File: config.mk
export PLATFORM = sky130hd
export DESIGN_NAME = fp64_to_fp32_stochastic_round
export DESIGN_NICKNAME = d
export VERILOG_FILES = /design/src/design/fsr_pkg.sv /design/src/design/fsr_hash.sv /design/src/design/fsr_decode.sv /design/src/design/fp64_to_fp32_stochastic_round.sv
export SDC_FILE = /design/constraint.sdc
export NUM_CORES = 2
export LEC_CHECK = 0
export BUFFER_PORTS_ARGS = -buffer_cell sky130_fd_sc_hd__buf_2
export CAP_MARGIN = 20
export CORE_ASPECT_RATIO = 0.6
export CORE_MARGIN = 4
export CORE_UTILIZATION = 30
export DETAILED_ROUTE_END_ITERATION = 16
export PLACE_DENSITY = 0.52
export SETUP_SLACK_MARGIN = 0.15
export SLEW_MARGIN = 20
export SYNTH_ARGS = -nofsm -noshare
export SYNTH_HDL_FRONTEND = slang
export SYNTH_SLANG_ARGS = --single-unit
File: constraint.sdc
create_clock -name i_clk -period 17.8 [get_ports i_clk]
set_input_delay 2.67 -clock i_clk [delete_from_list [all_inputs] [get_ports i_clk]]
set_output_delay 2.67 -clock i_clk [all_outputs]
set_load 0.01 [all_outputs]
File: src/design/fsr_pkg.sv
// Package for the fp64 to fp32 stochastic rounding block.
// Holds hash constants, field widths and the stage-to-stage structs.
package fsr_pkg;
    localparam int unsigned LdWidth     = 16;

    localparam logic [31:0] HashMulCol = 32'h9e3779b9;
    localparam logic [31:0] HashMulLd  = 32'h85ebca6b;
    localparam logic [31:0] MixMulA    = 32'h7feb352d;
    localparam logic [31:0] MixMulB    = 32'h846ca68b;
    localparam logic [31:0] ExpInfNan  = 32'h7f800000;
    localparam logic [31:0] QuietNan   = 32'h7fc00000;
    localparam logic [31:0] MaxFinite  = 32'h7f7fffff;

    // Result of the decode stage: truncated fp32 pattern and the dropped part.
    typedef struct packed {
        logic        sign;
        logic        fixed;     // result already final (special, exact, overflow)
        logic [31:0] res;       // final result, or truncated magnitude when not fixed
        logic [52:0] rem;       // dropped bits, below 2^sh
        logic [6:0]  sh;        // number of dropped bits, capped at 77
    } t_dec;
endpackage

File: src/design/fsr_hash.sv
// Per-element hash pipeline: seed multiply, two mixing multiplies.
// Depends on fsr_pkg. Four register stages, gated by the shared advance.
module fsr_hash #(
    parameter int unsigned INDEX_WIDTH = 16
) (
    input  logic                       i_clk,
    input  logic                       i_adv,
    input  logic [INDEX_WIDTH-1:0]     i_row,
    input  logic [INDEX_WIDTH-1:0]     i_col,
    input  logic [fsr_pkg::LdWidth-1:0] i_ld,
    output logic [23:0]                o_rnd
);
    import fsr_pkg::*;

    logic [31:0] r_seed, r_m1, r_m2, r_rnd;
    logic [31:0] n_seed, x1, x2;

    always_comb begin
        n_seed = 32'(i_row) ^ (32'(i_col) * HashMulCol) ^ (32'(i_ld) * HashMulLd);
        x1 = r_seed ^ (r_seed >> 16);
        x2 = r_m1 ^ (r_m1 >> 15);
    end

    always_ff @(posedge i_clk) begin
        if (i_adv) begin
            r_seed <= n_seed;
            r_m1   <= x1 * MixMulA;
            r_m2   <= x2 * MixMulB;
            r_rnd  <= r_m2 ^ (r_m2 >> 16);
        end
    end

    assign o_rnd = r_rnd[23:0];
endmodule

File: src/design/fsr_decode.sv
// Decode of the binary64 input into a truncated binary32 and the dropped part.
// Depends on fsr_pkg. Purely combinational; the caller registers the result.
module fsr_decode (
    input  logic [63:0]     i_value,
    output fsr_pkg::t_dec   o_dec
);
    import fsr_pkg::*;

    logic        s;
    logic [10:0] e;
    logic [51:0] m;
    logic [52:0] sig;
    logic [10:0] shw;
    logic [6:0]  sh;
    logic [31:0] tb;
    logic [52:0] rem;

    always_comb begin
        s   = i_value[63];
        e   = i_value[62:52];
        m   = i_value[51:0];
        sig = {(e != 11'd0), m};
        shw = (e != 11'd0) ? (11'd926 - e) : 11'd925;
        if (e >= 11'd897) begin
            sh  = 7'd29;
            tb  = {1'b0, 8'(e - 11'd896), sig[51:29]};
            rem = {24'd0, sig[28:0]};
        end else if (shw < 11'd64) begin
            sh  = 7'(shw);
            tb  = 32'(sig >> shw[5:0]);
            rem = sig & ~(53'h1f_ffff_ffff_ffff << shw[5:0]);
        end else begin
            // Beyond 77 dropped bits the compare no longer sees any of rem's top part
            sh  = (shw < 11'd77) ? 7'(shw) : 7'd77;
            tb  = 32'd0;
            rem = sig;
        end
        o_dec.sign = s;
        o_dec.sh   = sh;
        o_dec.rem  = rem;
        o_dec.res  = tb;
        o_dec.fixed = 1'b1;
        if (e == 11'h7ff) begin
            o_dec.res = (m != 52'd0) ? (QuietNan | 32'(m[51:29])) : ExpInfNan;
        end else if (e == 11'd0 && m == 52'd0) begin
            o_dec.res = 32'd0;
        end else if (e >= 11'd1151) begin
            o_dec.res = ExpInfNan;
        end else if (rem == 53'd0) begin
            o_dec.res = tb;
        end else if (tb == MaxFinite) begin
            o_dec.res = ExpInfNan;
        end else begin
            o_dec.fixed = 1'b0;
        end
    end
endmodule

File: src/design/fp64_to_fp32_stochastic_round.sv
// Top level of the fp64 to fp32 stochastic rounding block.
// Depends on fsr_pkg, fsr_hash and fsr_decode.
//
// One item per cycle while the output is not stalled, through five register
// stages, with o_valid taken from the last. The pipeline depth is set by the hash: a seed
// multiply and two mixing multiplies each get a register stage, with the
// binary64 decode travelling alongside and the integer compare against the
// dropped fraction in the last stage. A stall on the output holds the whole
// pipe; the input is taken whenever the last stage is empty or its item leaves
// in the same cycle.
module fp64_to_fp32_stochastic_round #(
    parameter int unsigned INDEX_WIDTH = 16
) (
    input  logic                        i_clk,
    input  logic                        i_rst_n,
    input  logic                        i_valid,
    output logic                        o_stall,
    input  logic [63:0]                 i_value_bits,
    input  logic [INDEX_WIDTH-1:0]      i_row_index,
    input  logic [INDEX_WIDTH-1:0]      i_col_index,
    input  logic                        i_cfg_we,
    input  logic [fsr_pkg::LdWidth-1:0] i_cfg_data,
    output logic                        o_valid,
    input  logic                        i_stall,
    output logic [31:0]                 o_result_bits
);
    import fsr_pkg::*;

    localparam int unsigned Depth = 5;

    logic [LdWidth-1:0] r_ld;
    logic [Depth-1:0]   r_vld;
    logic               adv;
    t_dec               dec;
    t_dec               r_d1, r_d2, r_d3, r_d4;
    logic [23:0]        rnd;
    logic [31:0]        r_res;
    logic               up, lt, gt;
    logic [24:0]        a;
    logic [5:0]         t;
    logic [52:0]        q, low;
    logic [76:0]        rhs;
    logic [31:0]        n_res;

    assign adv     = !(r_vld[Depth-1] && i_stall);
    assign o_stall = !adv;
    assign o_valid = r_vld[Depth-1];
    assign o_result_bits = r_res;

    always_ff @(posedge i_clk) begin
        if (!i_rst_n) begin
            r_ld  <= LdWidth'(1);
            r_vld <= '0;
        end else begin
            if (i_cfg_we) r_ld <= i_cfg_data;
            if (adv) r_vld <= {r_vld[Depth-2:0], i_valid};
        end
    end

    fsr_hash #(.INDEX_WIDTH(INDEX_WIDTH)) u_hash (
        .i_clk (i_clk),
        .i_adv (adv),
        .i_row (i_row_index),
        .i_col (i_col_index),
        .i_ld  (r_ld),
        .o_rnd (rnd)
    );

    fsr_decode u_dec (
        .i_value (i_value_bits),
        .o_dec   (dec)
    );

    // Compare a/2^24 with rem/2^sh; a is r for negative values, 2^24-r otherwise.
    always_comb begin
        a   = r_d4.sign ? {1'b0, rnd} : (25'h100_0000 - {1'b0, rnd});
        t   = 6'd0;
        q   = 53'd0;
        low = 53'd0;
        rhs = 77'd0;
        lt  = 1'b0;
        gt  = 1'b0;
        if (r_d4.sh <= 7'd24) begin
            rhs = 77'(r_d4.rem) << (5'd24 - 5'(r_d4.sh));
            gt  = 77'(a) > rhs;
            lt  = 77'(a) < rhs;
        end else begin
            if (r_d4.sh < 7'd77) begin
                t   = 6'(r_d4.sh - 7'd24);
                q   = r_d4.rem >> t;
                low = r_d4.rem & ~(53'h1f_ffff_ffff_ffff << t);
            end else begin
                q   = 53'd0;
                low = r_d4.rem;
            end
            gt = 53'(a) > q;
            lt = (53'(a) < q) || ((53'(a) == q) && (low != 53'd0));
        end
        up = r_d4.sign ? lt : !gt;
        n_res = r_d4.fixed ? r_d4.res : (r_d4.res + 32'(up));
        n_res[31] = r_d4.sign;
    end

    always_ff @(posedge i_clk) begin
        if (adv) begin
            r_d1  <= dec;
            r_d2  <= r_d1;
            r_d3  <= r_d2;
            r_d4  <= r_d3;
            r_res <= n_res;
        end
    end

    // Output holds while stalled.
    assert property (@(posedge i_clk) disable iff (!i_rst_n)
        o_valid && i_stall |=> o_valid && $stable(o_result_bits))
        else $error("stalled result changed");
    // Pipe stall is driven exactly by the last stage.
    assert property (@(posedge i_clk) disable iff (!i_rst_n)
        o_stall == (o_valid && i_stall))
        else $error("stall mismatch");
    // Reset empties the pipe.
    assert property (@(posedge i_clk)
        !i_rst_n |=> !o_valid)
        else $error("valid after reset");
endmodule
==> Yosys cells after proc, flatten, opt, wreduce, memory -nomap -nowiden <==
Index checks and enable logic that the tools add are counted.
{ "word_totals": {"register_bits": 545, "input_bits": 117, "out_inout_bits": 34, "wordCells": 99} }
{ "op_classes": {"add_sub_neg": 6, "mul": 4, "n_lt_le_gt_ge": 10, "eq_ne": 3, "shifts": 5, "n_mux": 23, "bitwise": 9, "n_reduce_logical": 12} }
{ "ops": {"columns": ["op", "n"], "rows": [
  ["two-way mux 53 bit", 6],
  ["two-way mux 31 bit", 6],
  ["AND 53 bit", 2],
  ["NOT 53 bit", 2],
  ["<< shifter 53 x 6 -> 53 bit (first input constant)", 2],
  ["> comparator 25 x 77 -> 1 bit", 1],
  ["< comparator 25 x 77 -> 1 bit", 1],
  ["<< shifter 53 x 5 -> 77 bit", 1],
  ["multiplier 16 x 32 -> 32 bit (second input constant)", 2],
  ["two-way mux 32 bit", 2],
  ["equality test 25 x 53 -> 1 bit", 1],
  ["> comparator 25 x 53 -> 1 bit", 1],
  ["logical NOT 53 bit", 1],
  ["< comparator 25 x 53 -> 1 bit", 1],
  ["nonzero test 53 bit", 1],
  [">> shifter 53 x 6 -> 32 bit", 1],
  [">> shifter 53 x 6 -> 53 bit", 1],
  ["logical NOT 52 bit", 1],
  ["nonzero test 52 bit", 1],
  ["equality test 32 x 31 -> 1 bit (second input constant)", 1],
  ["multiplier 32 x 31 -> 32 bit (second input constant)", 1],
  ["multiplier 32 x 32 -> 32 bit (second input constant)", 1],
  ["bitwise XOR 16 x 32 -> 32 bit", 1],
  ["bitwise XOR 32 x 16 -> 32 bit", 1],
  ["other kinds (26)", 33]
]} }

==> Logic depth before layout (Yosys ltp) <==
{ "logic_depth": {"ltp_word": 13, "ltp_mapped": 38, "mapped_depth_nobuf": 29} }

==> Cells and area by module <==
Synthesis repeated with hierarchy kept, for this count alone.
{ "hier_totals": {"cells_unflattened": 5993, "hier_area_um2": 62875.3} }
{ "modules_own_cells": {"columns": ["module", "n_inst", "cells_each", "area_each_um2", "seq_area_each_um2"], "rows": [
  ["fsr_hash", 1, 3196, 33697.3, 3603.5],
  ["fp64_to_fp32_stochastic_round", 1, 1788, 22462.8, 12552.0],
  ["fsr_decode", 1, 1009, 6715.2, 0.0]
]} }

==> Least setup slack after synthesis <==
No wires, ideal clock.
{ "synth_timing": {"path_kind": "input-to-output", "start": "input i_stall", "end": "output o_stall", "arrival_ns": 15.811, "required_ns": 15.130, "slack_ns": -0.681, "cell_stages": 2, "path_buffers": 0, "path_cell_list": "nand2_1 inv_1"} }
{ "synth_via": {"elab_chain_len": 1} }
{ "synth_lines": {"columns": ["item", "line", "rtl"], "rows": [
  ["start, declared", "fp64_to_fp32_stochastic_round.sv:24", "input logic i_stall,"],
  ["logical AND 1 bit", "fp64_to_fp32_stochastic_round.sv:45", "assign adv = !(r_vld[Depth-1] && i_stall);"],
  ["end, declared", "fp64_to_fp32_stochastic_round.sv:17", "output logic o_stall,"]
]} }
No other way between the ends.

==> Final worst setup path <==
{ "layout_timing": {"start": "register r_d4[0] (netlist name)", "end": "register r_res[30], in the netlist o_result_bits[30], data pin"} }
{ "layout_via": {"elab_chain_len": 13, "word_cells_on_any_way": 27, "classes_between": "3 x add/sub; 6 x order compare; 1 x eq/ne; 3 x shift; 8 x mux; 2 x bitwise; 4 x reduce/logical"} }
{ "layout_lines": {"columns": ["item", "line", "rtl"], "rows": [
  ["start, declared", "fp64_to_fp32_stochastic_round.sv:35", "t_dec r_d1, r_d2, r_d3, r_d4;"],
  ["start signal, assigned", "fp64_to_fp32_stochastic_round.sv:109", "r_d4 <= r_d3;"],
  ["parallel branches: the longest is 10 deep, another holds > comparator 25 x 53 -> 1 bit", null, null],
  ["two-way mux 1 bit *", "fp64_to_fp32_stochastic_round.sv:99", "up = r_d4.sign ? lt : !gt;"],
  ["adder 31 x 1 -> 31 bit *", "fp64_to_fp32_stochastic_round.sv:100", "n_res = r_d4.fixed ? r_d4.res : (r_d4.res + 32'(up));"],
  ["two-way mux 31 bit *", "fp64_to_fp32_stochastic_round.sv:100", null],
  ["named net n_res[30]", "fp64_to_fp32_stochastic_round.sv:43", "logic [31:0] n_res;"],
  ["end signal, assigned", "fp64_to_fp32_stochastic_round.sv:110", "r_res <= n_res;"],
  ["end, declared", "fp64_to_fp32_stochastic_round.sv:37", "logic [31:0] r_res;"]
]} }
Mark *: on every way through the listed nets, which the timed path passes. The select of a mux whose other input is x is not followed.
A chain may end at the register's enable or synchronous reset.

==> summary.txt <==
Number of post-CTS setup repair buffers - 0
Clock insertion delay at the later pin of the skew report - 0.72 ns
Setup TNS - 0 ns
Maximum fanout along the worst path - 117
Worst relative slew slack - 22.1%
Flops & latches, synth - 545
Final antenna-violating net count - 0
Min-Delay Path Class - register to register
Total Routing Usage GR - 19.5%
YS warnings - 0
Share of the yosys chip area belonging to registers - 26.6%
Port buffer count - 150
Syn_area_per_cell - 10.3 um2
Final net count - 7375
Number of resized instances in the post-cts repair step - 0
Mapped Cells - 5888
Total Die Area - 210000 um2
Setup slack on the worst flop-to-flop path - 8.98 ns
Fraction of synthesis flops using an asynchronous set or reset pin - 0%
Number of antenna violations at the first check in global routing - 14
DP Area - 64500 um2
Setup repair after global routing missed its margin - no
Synthesized-area fraction occupied by ao, oa, aoi and oai cells - 10.5%
Critical path launch point type - register
Simple-gate share of the synthesized area - 9.05%
Placeable Area - 201000 um2
Dominant cells by area after synthesis - sky130_fd_sc_hd__edfxtp_1, sky130_fd_sc_hd__fa_1, sky130_fd_sc_hd__ha_1, sky130_fd_sc_hd__inv_1, sky130_fd_sc_hd__xnor2_1
Post-CTS Hold Buffers - 0
Clock transition at the register clock pins on the worst setup and hold paths after CTS - 0.07 ns
Placed wire-length estimate after detailed placement - 167 mm
Period Utilization, post-route - 49.6%
Violation count after the first detailed-route iteration - 5308
Total via count after detailed routing - 45000
Final estimated routing congestion in global placement - 0.969
Post-synthesis xor/xnor area fraction - 5.35%
Final setup fails - 0
Post-synthesis cell type count - 97
Fraction of final layout cells sized beyond drive strength 1 - 7.67%
Cell area after technology mapping - 60700 um2
WP data required - 18.21 ns
Clock tree from TritonCTS - built
Top Ports - 151
Post-Layout Inst Area - 66400 um2
Largest incremental delay on the critical path - 0.65 ns
Effective utilization at floorplan - 30.3%
Final routed wire length divided by cell count - 23.8 um
H-tree depth - 2
Worst-margin pin slew - 1.16 ns
Global route overflow - 0
Clock tree buffer depth - 3
Final clock skew - 0.102 ns
Final critical delay including setup and external delays - 8.82 ns
Sinks on Clock Net - 545
Total nets after synthesis - 7326
Root buf cell - sky130_fd_sc_hd__clkbuf_16
Remaining design rule violation count - 0
Vias in the first global route - 44500
Critical path class - register to register
Largest area contributor in the synthesized netlist - sky130_fd_sc_hd__edfxtp_1
Largest net degree at the start of global routing - 118
Crit path DAT - 9.23 ns
Final count of pins violating max slew - 0
Critical Path End Type - register
Dominant register cell in the synthesized netlist - sky130_fd_sc_hd__edfxtp_1
Highest clock frequency the design can meet - 113 MHz
Mux share of post-synthesis cell area - 4.77%
Vias per Instance - 5.17
Number of maximum-capacitance violations - 0
Area growth from synthesis to final layout - 9.39%
Status - finished, final reports clean
Wire length of the first global-routing pass - 307 mm
Arithmetic-cell share of the synthesized area counting full adders, half adders and majority gates - 35.2%
Hold violation total from the final report - 0
Die span in y - 356 um
Pre-Repair DR Iteration Count - 6
Area fraction of the dominant cell type after synthesis - 25.9%
Die Wd - 589 um
Number of buffers inserted during clock tree synthesis - 56
Fill cell instance count of the final layout - 20500
Cell with the largest stage delay on the worst path - sky130_fd_sc_hd__buf_4
Main combinational cell family by area after synthesis - adder cells
Post-detailed-routing wire length - 207 mm
Post-synth EDFFs - 524
FP Rows - 127
==> sequential cells by signal (all words and copies together) (netlist names) <==
| register | flops |
|---|---|
| n_res | 1 |
| o_result_bits | 32 |
| r_d1 | 93 |
| r_d2 | 93 |
| r_d3 | 93 |
| r_d4 | 92 |
| r_ld | 16 |
| r_vld | 5 |
| u_hash.r_m1 | 32 |
| u_hash.r_m2 | 32 |
| u_hash.r_rnd | 24 |
| u_hash.r_seed | 32 |
==> path summary, 6_finish.rpt <==
| path | from | to | depth (start not counted) |
|---|---|---|---|
| worst max-delay path | r_d4[0] | o_result_bits[30] | 28 |
| worst min-delay path | r_d3[79] | r_d4[79] | 0 |
| worst max register to register | r_d4[0] | o_result_bits[30] | 28 |
| worst min register to register | r_d3[79] | r_d4[79] | 0 |
==> layout by cell type, fill, tap and decap left out, drive strengths merged, types with 12 or more instances in the layout <==
cell type,count
dfxtp,21
nand2,386
edfxtp,524
or4,12
nor4,72
o21a,41
o22ai,31
nor3,124
a32o,15
nand3,85
a21oi,182
buf,233
inv,1110
mux4,51
o31ai,17
ha,677
nor2,255
a22oi,39
a31oi,68
o21ai,182
a211oi,58
xnor2,260
and3,25
a21boi,14
a221oi,19
or3,17
or2,15
xor2,106
o32ai,39
mux2i,135
clkbuf,76
fa,644
nand4,37
o211ai,49
a21o,49
nor2b,43
mux2,35
clkinv,18
and2,28
nand2b,29
==> metal layers <==
metal	share of wire, %	global-route usage (%)	vias to the layer above
li1	-	-	20200
met1	53	33.2	22500
met2	35	23.4	2150
met3	12	5.90	152
met4	1.0	2.22	4
met5	0.010	0	-
==> synth_stat cells, types with 51 or more instances <==
| cell | number |
|---|---|
| sky130_fd_sc_hd__xor2_1 | 106 |
| sky130_fd_sc_hd__xnor2_1 | 260 |
| sky130_fd_sc_hd__nand3_1 | 85 |
| sky130_fd_sc_hd__o21ai_0 | 178 |
| sky130_fd_sc_hd__nand2_1 | 386 |
| sky130_fd_sc_hd__edfxtp_1 | 524 |
| sky130_fd_sc_hd__nor3_1 | 119 |
| sky130_fd_sc_hd__ha_1 | 677 |
| sky130_fd_sc_hd__mux4_2 | 51 |
| sky130_fd_sc_hd__nor4_1 | 71 |
| sky130_fd_sc_hd__clkbuf_1 | 146 |
| sky130_fd_sc_hd__nor2_1 | 254 |
| sky130_fd_sc_hd__fa_1 | 644 |
| sky130_fd_sc_hd__a31oi_1 | 66 |
| sky130_fd_sc_hd__inv_1 | 1102 |
| sky130_fd_sc_hd__a21oi_1 | 182 |
| sky130_fd_sc_hd__mux2i_1 | 135 |
| sky130_fd_sc_hd__a211oi_1 | 58 |
==> area by class of cell <==
| type | count | area (um2) | area share [%] |
|---|---|---|---|
| multi-input combinational | 3998 | 39500 | 59.4 |
| sequential | 545 | 16200 | 24.3 |
| inverter | 1103 | 4140 | 6.23 |
| tap | 2709 | 3390 | 5.10 |
| clock buffer | 76 | 1530 | 2.30 |
| timing repair buffer | 233 | 1390 | 2.09 |
| clock inverter | 30 | 332 | 0.499 |
| antenna | 3 | 7.51 | 0.0113 |
==> cells by family after synthesis <==
| group | count (synthesis) |
|---|---|
| buffers and inverters | 1345 |
| adder cells (fa/ha/maj) | 1321 |
| AND/OR/NAND/NOR | 1155 |
| AO/OA/AOI/OAI | 933 |
| flip-flops | 545 |
| XOR/XNOR | 368 |
| multiplexers | 221 |
==> through the flow <==
| step | hold slack [ns] | cells | utilization, % | setup WS [ns] |
|---|---|---|---|---|
| finish | 0.399 | 8697 | 33.1 | 8.98 |
| global placement | 0.401 | 8588 | 32.2 | 8.79 |
| detailed placement | 0.405 | 8588 | 32.2 | 8.78 |
| CTS | 0.397 | 8694 | 33.1 | 9.20 |
| floorplan | 0.400 | 5888 | - | 5.00 |
| global route | 0.414 | 8694 | 33.1 | 8.41 |
==> critical path: cells and delay by family, from the launching register on <==
kind,cells,cell delay (ns)
simple gates,9,1.81
buf+inv,3,1.63
compound gates,10,2.85
xor+xnor,1,0.15
mux,1,0.21
fa+ha+maj,4,1.41
flops,1,0.37
Power is left out: the tool's default activity adds up to more than one toggle a clock period on the data nets, which glitch-free logic cannot reach.
